File: src/rtl/ipq_pkg.sv
`default_nettype none
// ----------------------------------------------------------------------------
// ipq_pkg
// Shared types and constants of the input press qualifier.
// ----------------------------------------------------------------------------
package ipq_pkg;

    localparam int unsigned CNT_W    = 8;
    localparam int unsigned MASK_W   = 16;
    localparam int unsigned PIN_IDX_W = 4;
    localparam int unsigned CFG_IDX_W = 3;

    localparam logic [CNT_W-1:0] CNT_MAX = 8'd255;

    // register indexes
    localparam logic [CFG_IDX_W-1:0] CFG_BUTTON_MASK = 3'd0;
    localparam logic [CFG_IDX_W-1:0] CFG_INVERT_MASK = 3'd1;
    localparam logic [CFG_IDX_W-1:0] CFG_HYSTERESIS  = 3'd2;
    localparam logic [CFG_IDX_W-1:0] CFG_LONG_LIMIT  = 3'd3;
    localparam logic [CFG_IDX_W-1:0] CFG_SHORT_MIN   = 3'd4;
    localparam logic [CFG_IDX_W-1:0] CFG_SHORT_MAX   = 3'd5;

    // register reset values
    localparam logic [CNT_W-1:0] RST_HYSTERESIS = 8'd15;
    localparam logic [CNT_W-1:0] RST_LONG_LIMIT = 8'd250;
    localparam logic [CNT_W-1:0] RST_SHORT_MIN  = 8'd10;
    localparam logic [CNT_W-1:0] RST_SHORT_MAX  = 8'd200;

    typedef enum logic [1:0] {
        KIND_RISE  = 2'd0,
        KIND_FALL  = 2'd1,
        KIND_LONG  = 2'd2,
        KIND_SHORT = 2'd3
    } t_kind;

    typedef enum logic [1:0] {
        ST_IDLE,
        ST_SAMPLE,
        ST_EVAL,
        ST_FLUSH
    } t_state;

    typedef struct packed {
        logic [CNT_W-1:0] cnt;
        logic [CNT_W-1:0] held;
        logic             active;
        logic             latch;
    } t_pin_state;

    typedef struct packed {
        logic  vld;
        t_kind kind;
    } t_evt;

    typedef struct packed {
        logic [CNT_W-1:0] hysteresis;
        logic [CNT_W-1:0] long_limit;
        logic [CNT_W-1:0] short_min;
        logic [CNT_W-1:0] short_max;
    } t_cfg;

endpackage
`default_nettype wire

File: src/rtl/ipq_pin_unit.sv
`default_nettype none
// ----------------------------------------------------------------------------
// ipq_pin_unit
// Shared per-pin unit: integrator update on sample, event test on evaluate.
// ----------------------------------------------------------------------------
module ipq_pin_unit import ipq_pkg::*; (
    input  wire logic       i_eval,
    input  wire logic       i_level,
    input  wire logic       i_invert,
    input  wire logic       i_button,
    input  wire t_cfg       i_cfg,
    input  wire t_pin_state i_st,
    output t_pin_state      o_st,
    output t_evt            o_evt
);

    logic             w_act;
    logic [CNT_W-1:0] w_inc;
    logic [CNT_W-1:0] w_dec;
    logic [CNT_W-1:0] w_diff;
    logic [CNT_W-1:0] w_rel;

    assign w_act  = i_level ^ i_invert;
    assign w_inc  = (i_st.cnt == CNT_MAX) ? i_st.cnt : i_st.cnt + 8'd1;
    assign w_dec  = (i_st.cnt == '0) ? i_st.cnt : i_st.cnt - 8'd1;
    assign w_rel  = i_st.held - i_st.cnt;
    assign w_diff = (i_st.held > i_st.cnt) ? i_st.held - i_st.cnt
                                           : i_st.cnt - i_st.held;

    always_comb begin
        o_st          = i_st;
        o_evt.vld     = 1'b0;
        o_evt.kind    = KIND_RISE;
        if (!i_eval) begin
            o_st.active = w_act;
            if (w_act) begin
                o_st.cnt = w_inc;
                if (i_button) begin
                    o_st.held = w_inc;
                end
            end else begin
                o_st.cnt = i_button ? '0 : w_dec;
            end
        end else if (i_button) begin
            if (i_st.active) begin
                if (i_st.cnt > i_cfg.long_limit) begin
                    o_evt.vld  = 1'b1;
                    o_evt.kind = KIND_LONG;
                end
            end else begin
                if (w_rel > i_cfg.short_min && w_rel < i_cfg.short_max) begin
                    o_evt.vld  = 1'b1;
                    o_evt.kind = KIND_SHORT;
                end
                o_st.held = '0;
            end
        end else if (w_diff > i_cfg.hysteresis) begin
            o_st.held = i_st.cnt;
            if (i_st.held < i_st.cnt) begin
                if (!i_st.latch) begin
                    o_st.latch = 1'b1;
                    o_evt.vld  = 1'b1;
                    o_evt.kind = KIND_RISE;
                end
            end else if (i_st.latch) begin
                o_st.latch = 1'b0;
                o_evt.vld  = 1'b1;
                o_evt.kind = KIND_FALL;
            end
        end
    end

endmodule
`default_nettype wire

File: src/rtl/ipq_evt_out.sv
`default_nettype none
// ----------------------------------------------------------------------------
// ipq_evt_out
// Holds one pending event so the last one can be marked, plus output register.
// ----------------------------------------------------------------------------
module ipq_evt_out import ipq_pkg::*; (
    input  wire logic                 i_clk,
    input  wire logic                 i_rst_n,
    input  wire logic                 i_push,
    input  wire logic                 i_flush,
    input  wire logic [PIN_IDX_W-1:0] i_pin,
    input  wire t_kind                i_kind,
    output logic                      o_stall,
    output logic                      o_valid,
    input  wire logic                 i_ready,
    output logic [PIN_IDX_W-1:0]      o_pin_index,
    output logic [1:0]                o_event_kind,
    output logic                      o_last_event
);

    logic                 r_pend_vld;
    logic [PIN_IDX_W-1:0] r_pend_pin;
    t_kind                r_pend_kind;
    logic                 r_out_vld;
    logic [PIN_IDX_W-1:0] r_out_pin;
    t_kind                r_out_kind;
    logic                 r_out_last;

    logic w_free;
    logic w_move;

    assign w_free  = !r_out_vld || i_ready;
    assign w_move  = (i_push || i_flush) && r_pend_vld;
    assign o_stall = w_move && !w_free;

    always_ff @(posedge i_clk) begin
        if (!i_rst_n) begin
            r_pend_vld <= 1'b0;
            r_out_vld  <= 1'b0;
        end else begin
            if (w_move && w_free) begin
                r_out_vld <= 1'b1;
            end else if (i_ready) begin
                r_out_vld <= 1'b0;
            end
            if (!o_stall) begin
                if (i_push) begin
                    r_pend_vld <= 1'b1;
                end else if (i_flush) begin
                    r_pend_vld <= 1'b0;
                end
            end
        end
    end

    always_ff @(posedge i_clk) begin
        if (w_move && w_free) begin
            r_out_pin  <= r_pend_pin;
            r_out_kind <= r_pend_kind;
            r_out_last <= i_flush;
        end
        if (i_push && !o_stall) begin
            r_pend_pin  <= i_pin;
            r_pend_kind <= i_kind;
        end
    end

    assign o_valid      = r_out_vld;
    assign o_pin_index  = r_out_pin;
    assign o_event_kind = r_out_kind;
    assign o_last_event = r_out_last;

endmodule
`default_nettype wire

File: src/rtl/input_press_qualifier.sv
`default_nettype none
// ----------------------------------------------------------------------------
// input_press_qualifier
// Debounce and long/short press qualification for up to NUM_PINS inputs.
//
// Input channel (i_valid/o_ready): a beat with i_req_type 0 samples
// i_pin_levels, one with i_req_type 1 evaluates all pins and emits events.
// Output channel (o_valid/i_ready): one beat per event, o_last_event set on
// the final event of an evaluate; an evaluate with no events gives no beat.
// Configuration channel (i_cfg_valid/o_cfg_ready) is always ready; unknown
// indexes are dropped. Write only while the block is idle.
// The sequencer walks one pin a cycle through a single shared pin unit,
// pausing in an evaluate while the output stalls; an evaluate then ends in
// a flush state that releases its last event. o_ready is high only while idle.
// The output has a pending stage and a register; a stalled receiver halts
// an evaluate's pin walk until room frees.
// Reset (synchronous, active low) clears all counts, latches, the state, the
// valid flags and the configuration registers to their defaults.
// ----------------------------------------------------------------------------
module input_press_qualifier import ipq_pkg::*; #(
    parameter int unsigned NUM_PINS = 16
) (
    input  wire logic                 i_clk,
    input  wire logic                 i_rst_n,
    input  wire logic                 i_valid,
    output logic                      o_ready,
    input  wire logic                 i_req_type,
    input  wire logic [MASK_W-1:0]    i_pin_levels,
    output logic                      o_valid,
    input  wire logic                 i_ready,
    output logic [PIN_IDX_W-1:0]      o_pin_index,
    output logic [1:0]                o_event_kind,
    output logic                      o_last_event,
    input  wire logic                 i_cfg_valid,
    output logic                      o_cfg_ready,
    input  wire logic [CFG_IDX_W-1:0] i_cfg_index,
    input  wire logic [MASK_W-1:0]    i_cfg_data
);

    localparam int unsigned PW = (NUM_PINS > 1) ? $clog2(NUM_PINS) : 1;
    localparam logic [PW-1:0] LAST_PIN = PW'(NUM_PINS - 1);

    t_state             r_state, n_state;
    logic [PW-1:0]      r_pin, n_pin;
    logic [MASK_W-1:0]  r_levels;
    logic [MASK_W-1:0]  r_button_mask;
    logic [MASK_W-1:0]  r_invert_mask;
    t_cfg               r_cfg;
    t_pin_state         r_pst [NUM_PINS];

    t_pin_state w_pst_next;
    t_evt       w_evt;
    logic       w_stall;
    logic       w_step;
    logic       w_push;
    logic       w_flush;
    logic       w_accept;

    assign o_cfg_ready = 1'b1;
    assign w_accept    = i_valid && o_ready;

    always_ff @(posedge i_clk) begin
        if (!i_rst_n) begin
            r_button_mask     <= '0;
            r_invert_mask     <= '0;
            r_cfg.hysteresis  <= RST_HYSTERESIS;
            r_cfg.long_limit  <= RST_LONG_LIMIT;
            r_cfg.short_min   <= RST_SHORT_MIN;
            r_cfg.short_max   <= RST_SHORT_MAX;
        end else if (i_cfg_valid) begin
            case (i_cfg_index)
                CFG_BUTTON_MASK: r_button_mask    <= i_cfg_data;
                CFG_INVERT_MASK: r_invert_mask    <= i_cfg_data;
                CFG_HYSTERESIS:  r_cfg.hysteresis <= i_cfg_data[CNT_W-1:0];
                CFG_LONG_LIMIT:  r_cfg.long_limit <= i_cfg_data[CNT_W-1:0];
                CFG_SHORT_MIN:   r_cfg.short_min  <= i_cfg_data[CNT_W-1:0];
                CFG_SHORT_MAX:   r_cfg.short_max  <= i_cfg_data[CNT_W-1:0];
                default: ;
            endcase
        end
    end

    ipq_pin_unit u_pin_unit (
        .i_eval   (r_state == ST_EVAL),
        .i_level  (r_levels[r_pin]),
        .i_invert (r_invert_mask[r_pin]),
        .i_button (r_button_mask[r_pin]),
        .i_cfg    (r_cfg),
        .i_st     (r_pst[r_pin]),
        .o_st     (w_pst_next),
        .o_evt    (w_evt)
    );

    ipq_evt_out u_evt_out (
        .i_clk        (i_clk),
        .i_rst_n      (i_rst_n),
        .i_push       (w_push),
        .i_flush      (w_flush),
        .i_pin        (PIN_IDX_W'(r_pin)),
        .i_kind       (w_evt.kind),
        .o_stall      (w_stall),
        .o_valid      (o_valid),
        .i_ready      (i_ready),
        .o_pin_index  (o_pin_index),
        .o_event_kind (o_event_kind),
        .o_last_event (o_last_event)
    );

    // sequencer outputs
    always_comb begin
        o_ready = 1'b0;
        w_step  = 1'b0;
        w_push  = 1'b0;
        w_flush = 1'b0;
        case (r_state)
            ST_IDLE:   o_ready = 1'b1;
            ST_SAMPLE: w_step  = 1'b1;
            ST_EVAL: begin
                w_push = w_evt.vld;
                w_step = !w_stall;
            end
            ST_FLUSH:  w_flush = 1'b1;
            default: ;
        endcase
    end

    // sequencer next state
    always_comb begin
        n_state = r_state;
        n_pin   = r_pin;
        case (r_state)
            ST_IDLE: begin
                if (w_accept) begin
                    n_state = i_req_type ? ST_EVAL : ST_SAMPLE;
                    n_pin   = '0;
                end
            end
            ST_SAMPLE: begin
                n_pin = r_pin + 1'b1;
                if (r_pin == LAST_PIN) begin
                    n_state = ST_IDLE;
                end
            end
            ST_EVAL: begin
                if (!w_stall) begin
                    n_pin = r_pin + 1'b1;
                    if (r_pin == LAST_PIN) begin
                        n_state = ST_FLUSH;
                    end
                end
            end
            ST_FLUSH: begin
                if (!w_stall) begin
                    n_state = ST_IDLE;
                end
            end
            default: n_state = ST_IDLE;
        endcase
    end

    always_ff @(posedge i_clk) begin
        if (!i_rst_n) begin
            r_state <= ST_IDLE;
            r_pin   <= '0;
        end else begin
            r_state <= n_state;
            r_pin   <= n_pin;
        end
    end

    always_ff @(posedge i_clk) begin
        if (w_accept) begin
            r_levels <= i_pin_levels;
        end
    end

    always_ff @(posedge i_clk) begin
        if (!i_rst_n) begin
            for (int i = 0; i < NUM_PINS; i++) begin
                r_pst[i] <= '0;
            end
        end else if (w_step) begin
            r_pst[r_pin] <= w_pst_next;
        end
    end

endmodule
`default_nettype wire
File: config.mk
export PLATFORM = sky130hd
export DESIGN_NAME = input_press_qualifier
export DESIGN_NICKNAME = d
export VERILOG_FILES = /design/src/rtl/ipq_pkg.sv /design/src/rtl/ipq_pin_unit.sv /design/src/rtl/ipq_evt_out.sv /design/src/rtl/input_press_qualifier.sv
export SDC_FILE = /design/constraint.sdc
export NUM_CORES = 1
export LEC_CHECK = 0
export BUFFER_PORTS_ARGS = -buffer_cell sky130_fd_sc_hd__buf_2
export CELL_PAD_IN_SITES_DETAIL_PLACEMENT = 1
export CELL_PAD_IN_SITES_GLOBAL_PLACEMENT = 2
export CORE_MARGIN = 10
export CORE_UTILIZATION = 29
export CTS_CLUSTER_SIZE = 24
export DETAILED_ROUTE_END_ITERATION = 12
export PLACE_DENSITY = 0.61
export SLEW_MARGIN = 20
export SYNTH_ARGS = -nofsm -noshare
export SYNTH_HDL_FRONTEND = slang
export SYNTH_SLANG_ARGS = --single-unit
export TNS_END_PERCENT = 5
File: constraint.sdc
create_clock -name i_clk -period 23.6 [get_ports i_clk]
set_clock_uncertainty 0.1 [all_clocks]
set_input_delay 2.36 -clock i_clk [delete_from_list [all_inputs] [get_ports i_clk]]
set_output_delay 2.36 -clock i_clk [all_outputs]
set_load 0.05 [all_outputs]
# Yosys cells after proc, flatten, opt, wreduce, memory -nomap -nowiden
# Memories as Yosys holds them, arrays and structs flattened. A register that Yosys moved wholly into a read port is not among the register bits.
# Cells that the tools add are included.
[word_totals]
regBits = 101
latch_bits = 0
ramBits = 288
romBits = 0
word_cells = 131
mem_count = 1
[mem_list]
columns = ["name", "words", "word_bits", "rd", "rd_ports_with_merged_regs", "write_ports", "line", "text"]
rows = [
  ["r_pst", 16, 18, 1, 1, 16, "input_press_qualifier.sv:49", "t_pin_state r_pst [NUM_PINS];"],
]
[op_classes]
addsub = 5
mul = 0
div = 0
magnitude_cmp = 7
eq_ne = 15
shift = 0
muxes = 58
bitwise = 2
reduce_logical = 27
[ops]
columns = ["cell", "count"]
rows = [
  ["8-bit two-way mux", 12],
  ["8-bit greater-than comparator", 4],
  ["3-bit two-way mux", 8],
  ["1-bit two-way mux", 20],
  ["4-bit two-way mux", 5],
  ["18-bit two-way mux", 1],
  ["18-bit OR reduction", 1],
  ["8-bit < comparator", 2],
  ["8-bit subtractor", 2],
  ["2-bit AND reduction", 7],
  ["1-bit binary-select mux with 4-bit select", 3],
  ["2-bit two-way mux", 6],
  ["4-bit one-hot mux with 3 select lines", 1],
  ["2-bit inequality test, second input constant", 5],
  ["8-bit by 1-bit adder with 8-bit output, second input constant", 1],
  ["8-bit == test, second input constant", 1],
  ["8-bit logical NOT", 1],
  ["2-bit one-hot mux with 4 select lines", 1],
  ["8-bit by 1-bit subtractor with 8-bit output, second input constant", 1],
  ["3-bit by 2-bit == test with 1-bit output, second input constant", 2],
  ["3-bit == test, second input constant", 2],
  ["1-bit logical AND", 6],
  ["4-bit by 5-bit < comparator with 1-bit output, second input constant", 1],
  ["5-bit AND reduction", 1],
  ["other kinds (15)", 20],
]

# Longest topological paths before layout
[logic_depth]
depth_word = 17
ltp_mapped = 31

# Hierarchy
# A second synthesis with hierarchy kept.
[unflattened]
cells_unflattened = 1624
hier_area_um2 = 19172.1
[by_module_without_submodules]
columns = ["mod", "n_inst", "cells_each", "area_per_inst_um2", "seq_area_each_um2"]
rows = [
  ["input_press_qualifier", 1, 1260, 16318.2, 10610.2],
  ["ipq_pin_unit", 1, 339, 2362.3, 0.0],
  ["ipq_evt_out", 1, 25, 491.7, 430.4],
]

# Worst setup path before layout
# No wires, ideal clock.
[synth_path]
kind = "register to register"
from = "register with a tool-made name"
to = "memory r_pst[0][0] in the netlist's numbering (enable)"
t_arrival_ps = 7265
t_required_ps = 23125
path_slack_ps = 15861
stages_incl_launch_ff = 30
n_path_buf = 7
period_less_slack_ps = 7739
path_cell_list = "dfxtp_1 > buf_2 > buf_2 > buf_1 > clkbuf_1 > mux4_2 > mux4_2 > inv_1 > ha_1 > inv_1 > fa_1 > a21o_1 > a21oi_1 > o21bai_1 > a21oi_1 > o21ai_0 > o21a_1 > clkbuf_1 > mux2_2 > ha_1 > and3_1 > a221o_1 > a221oi_1 > a31o_2 > o32ai_1 > o31ai_4 > buf_4 > nand4_2 > clkbuf_1 > nand2_1"
[synth_rtl]
columns = ["element", "line"]
rows = [
  ["end, declared", "input_press_qualifier.sv:49"],
]

==> out/metrics.yaml <==
sta:
  maxSlewViolCount: 0
  tns_ns: 0
  fin_hold_ws_ns: 0.317
  fin_crit_sh_pct: 43.3
  fmax_ghz: 0.0979
  grt_setup_unrepaired: "no"
  worst_slew_pin_slew_ns: 1.09
  setup_viol: 0
  finalHoldViolations: 0
  post-route-min-period_ns: 10.22
  slew_headroom_pct: 27.3
floorplanning:
  ios: 51
  rows: 93
  die_h_um: 276
  dieArea_mm2: 0.0764
  coreArea_mm2: 0.0648
  die_w_um: 276
  start_util_pct: 29.4
critical_path:
  cp-start-kind: "flip-flop"
  path_class: "reg -> reg"
  worst-path-max-fanout: 44
  rrSetupSlack_ns: 13.38
  worst_ep_required_time_ns: 23.70
  worst_setup_path_end_kind: "flip-flop"
  r2r_end: "r_pst[13][10]"
  worstRegToRegCells: 23
  arrival_ns: 10.32
finish:
  nNetsFinal: 1671
  area_growth_pct: 13.3
  multi_input_area_mm2: 0.00745
  ff_latch_area_mm2: 0.0110
  drive_gt1_share_pct: 17.1
  antennaDiodeCount: 0
  n_fill_cell: 6909
synthesis:
  synth.most_common_cell: "nor2_1"
  synthArstFlopShare_pct: 0
  ys_seq_area_share_pct: 57.9
  synth_edf_count: 317
  ys_warn_count: 0
  synthTopCellsByCount: "321 x nor2_1, 317 x edfxtp_1, 165 x nand2_1, 84 x mux4_2, 76 x dfxtp_1"
  synth_seq_cells: 393
  synth_nets: 1645
  syn_area_mm2: 0.0191
  syn_avg_cell_area_um2: 12.4
  synth_cell_types: 76
  synthCells: 1544
  synthTopCellsByArea: "edfxtp_1 50%, mux4_2 9.9%, dfxtp_1 8.0%, nor2_1 6.3%, ha_1 3.8%"
  synth_top_area_share_pct: 49.9
  synthFlopType: "edfxtp_1"
  yosys.area.top_type: "edfxtp_1"
cts:
  post_cts_buffers: 0
  cts_hold_buf: 0
  clock_latency_ns: 0.59
  path_clk_slew_ns: 0.06
  cts_tree: "yes"
  cts_root_buffer: "clkbuf_16"
  htreeDepth: 2
  cts_resized: 0
  cts_sinks: 393
  numCtsBuffers: 44
  clock_tree.buffer_depth: 3
global_routing:
  track_usage_pct: 15.2
  grt_pass1_wl_mm: 88.7
  antenna_found_initial: 2
  grt_pass1_vias: 13132
  grt_max_degree: 69
  gr-total-overflow: 0
detailed_routing:
  routedWlPerCell_um: 24.1
  routed_via_density: 5.07
  routed_wl_mm: 59.2
  vias: 12450
  drcViolationCount: 0
  firstDrtPassIters: 4
  drtAntennaViolNets: 0
  drt-initial-drc-count: 825
power_and_ir_drop:
  ir_drop_v: 0.0000523
  powerDensity_mw_per_mm2: 111
  leakagePower_uw: 0.00750
worst_hold_path:
  min_from: "u_evt_out.r_pend_kind[1]"
  hp-class: "reg -> reg"
  hold-path-endpoint: "u_evt_out.o_event_kind[1]"
  holdPathStages: 0
placement:
  port_buffers: 49
  place_hpwl_mm: 41.2
  gp_congestion: 0.815
run_status:
  status: "finished, final reports clean"
flow_run:
  maxCapViolations: 0
-- worst max path at each step --
stage,startpoint,to,cells after the start
after floorplan,flip-flop,r_pst[0][0],29
after global placement,flip-flop,r_pst[13][10],23
after detailed placement,flip-flop,r_pst[13][10],23
after CTS,flip-flop,r_pst[13][12],23
after global routing,flip-flop,r_pst[13][12],23
final,flip-flop,r_pst[13][10],23
-- kinds of logic (layout without fill, tap and decap cells) --
family                     after synthesis  in the layout  share of synthesized area (%)
and+or+nand+nor                        573            573                           12.9
DFF                                    393            393                           57.9
AOI/OAI and AO/OA                      202            202                           8.30
buffers and inverters                  160            217                           3.42
muxes                                  131            131                           12.4
adders and majority gates               60             60                           4.01
xor gates and xnor gates                24             24                           1.10
other                                    1              1                         0.0197
-- cell usage in the layout (no fill, tap or decap), types with 13 or more instances in the layout --
cell         n
a21boi_0    53
a21o_1      18
a21oi_1     22
a22oi_1     13
buf_2       49
buf_4       28
clkbuf_1    19
clkbuf_16   45
dfxtp_1     73
edfxtp_1   317
ha_1        58
inv_1       52
mux2i_1     43
mux4_2      84
nand2_1    164
nand4_1     13
nor2_1     320
o211ai_1    16
o21ai_0     19
xnor2_1     21
-- metal layers --
layer	track usage, %	part of all wire (%)	vias up
met5	0	0	-
met4	3.33	1.5	0
met3	2.29	4.0	62
li1	-	-	5647
met1	19.9	45	6511
met2	26.0	49	230
-- metrics by stage --
stage | power, µW | instances | setup slack (ns) | util, % | instance area, µm²
global route | 2540 | 2456 | 12.59 | 33.4 | 21600
floorplan | 1430 | 1544 | 15.86 | - | 19100
detailed placement | 1760 | 2379 | 13.22 | 31.3 | 20300
global placement | 1750 | 2376 | 13.51 | 31.2 | 20200
finish | 2410 | 2456 | 13.38 | 33.4 | 21600
CTS | 2440 | 2456 | 13.24 | 33.3 | 21600
-- state kept, by name, summed over array words and instances, names as in the netlist, 2 cells and up, named ones only --
name	flops
r_cfg	32
u_evt_out.r_pend_kind	2
r_levels	16
u_evt_out.o_pin_index	4
r_invert_mask	16
u_evt_out.o_event_kind	2
r_button_mask	16
r_state	2
r_pst	288
r_pin	4
u_evt_out.r_pend_pin	4
-- report_power, final --
part           switching [µW]  total, µW  internal [µW]  leakage (µW)
sequential               25.8        814            788       0.00387
clock                     289        667            377      0.000646
combinational             600        925            325       0.00299
total                     916       2410           1490       0.00750
-- worst max-delay path: stages, from the launching register on --
cell and delay [ns]:
dfxtp_4 0.68, buf_4 0.81, mux4_2 0.60, a22oi_1 0.26
nand2_1 0.36, inv_1 0.31, fa_1 0.28, a21o_1 0.14
a21oi_1 0.09, o21bai_1 0.15, a21oi_1 0.12, o21ai_0 0.56
o21a_1 0.45, mux2i_1 0.26, xnor2_1 0.14, ha_1 0.27
a21o_1 0.17, a221o_1 0.34, a221oi_1 0.30, a31o_2 0.42
o32ai_1 0.26, o31ai_4 0.80, nand4_1 0.88, nand2_1 0.94
-- final cells by class --
type	instances	area share (%)
clock buffer	65	5.60
clock inverter	12	0.637
inverter	61	1.06
multi-input combinational	991	34.4
sequential	393	51.1
tap	855	4.95
timing repair buffer	79	2.21
Power figures use the tool's default switching activity.
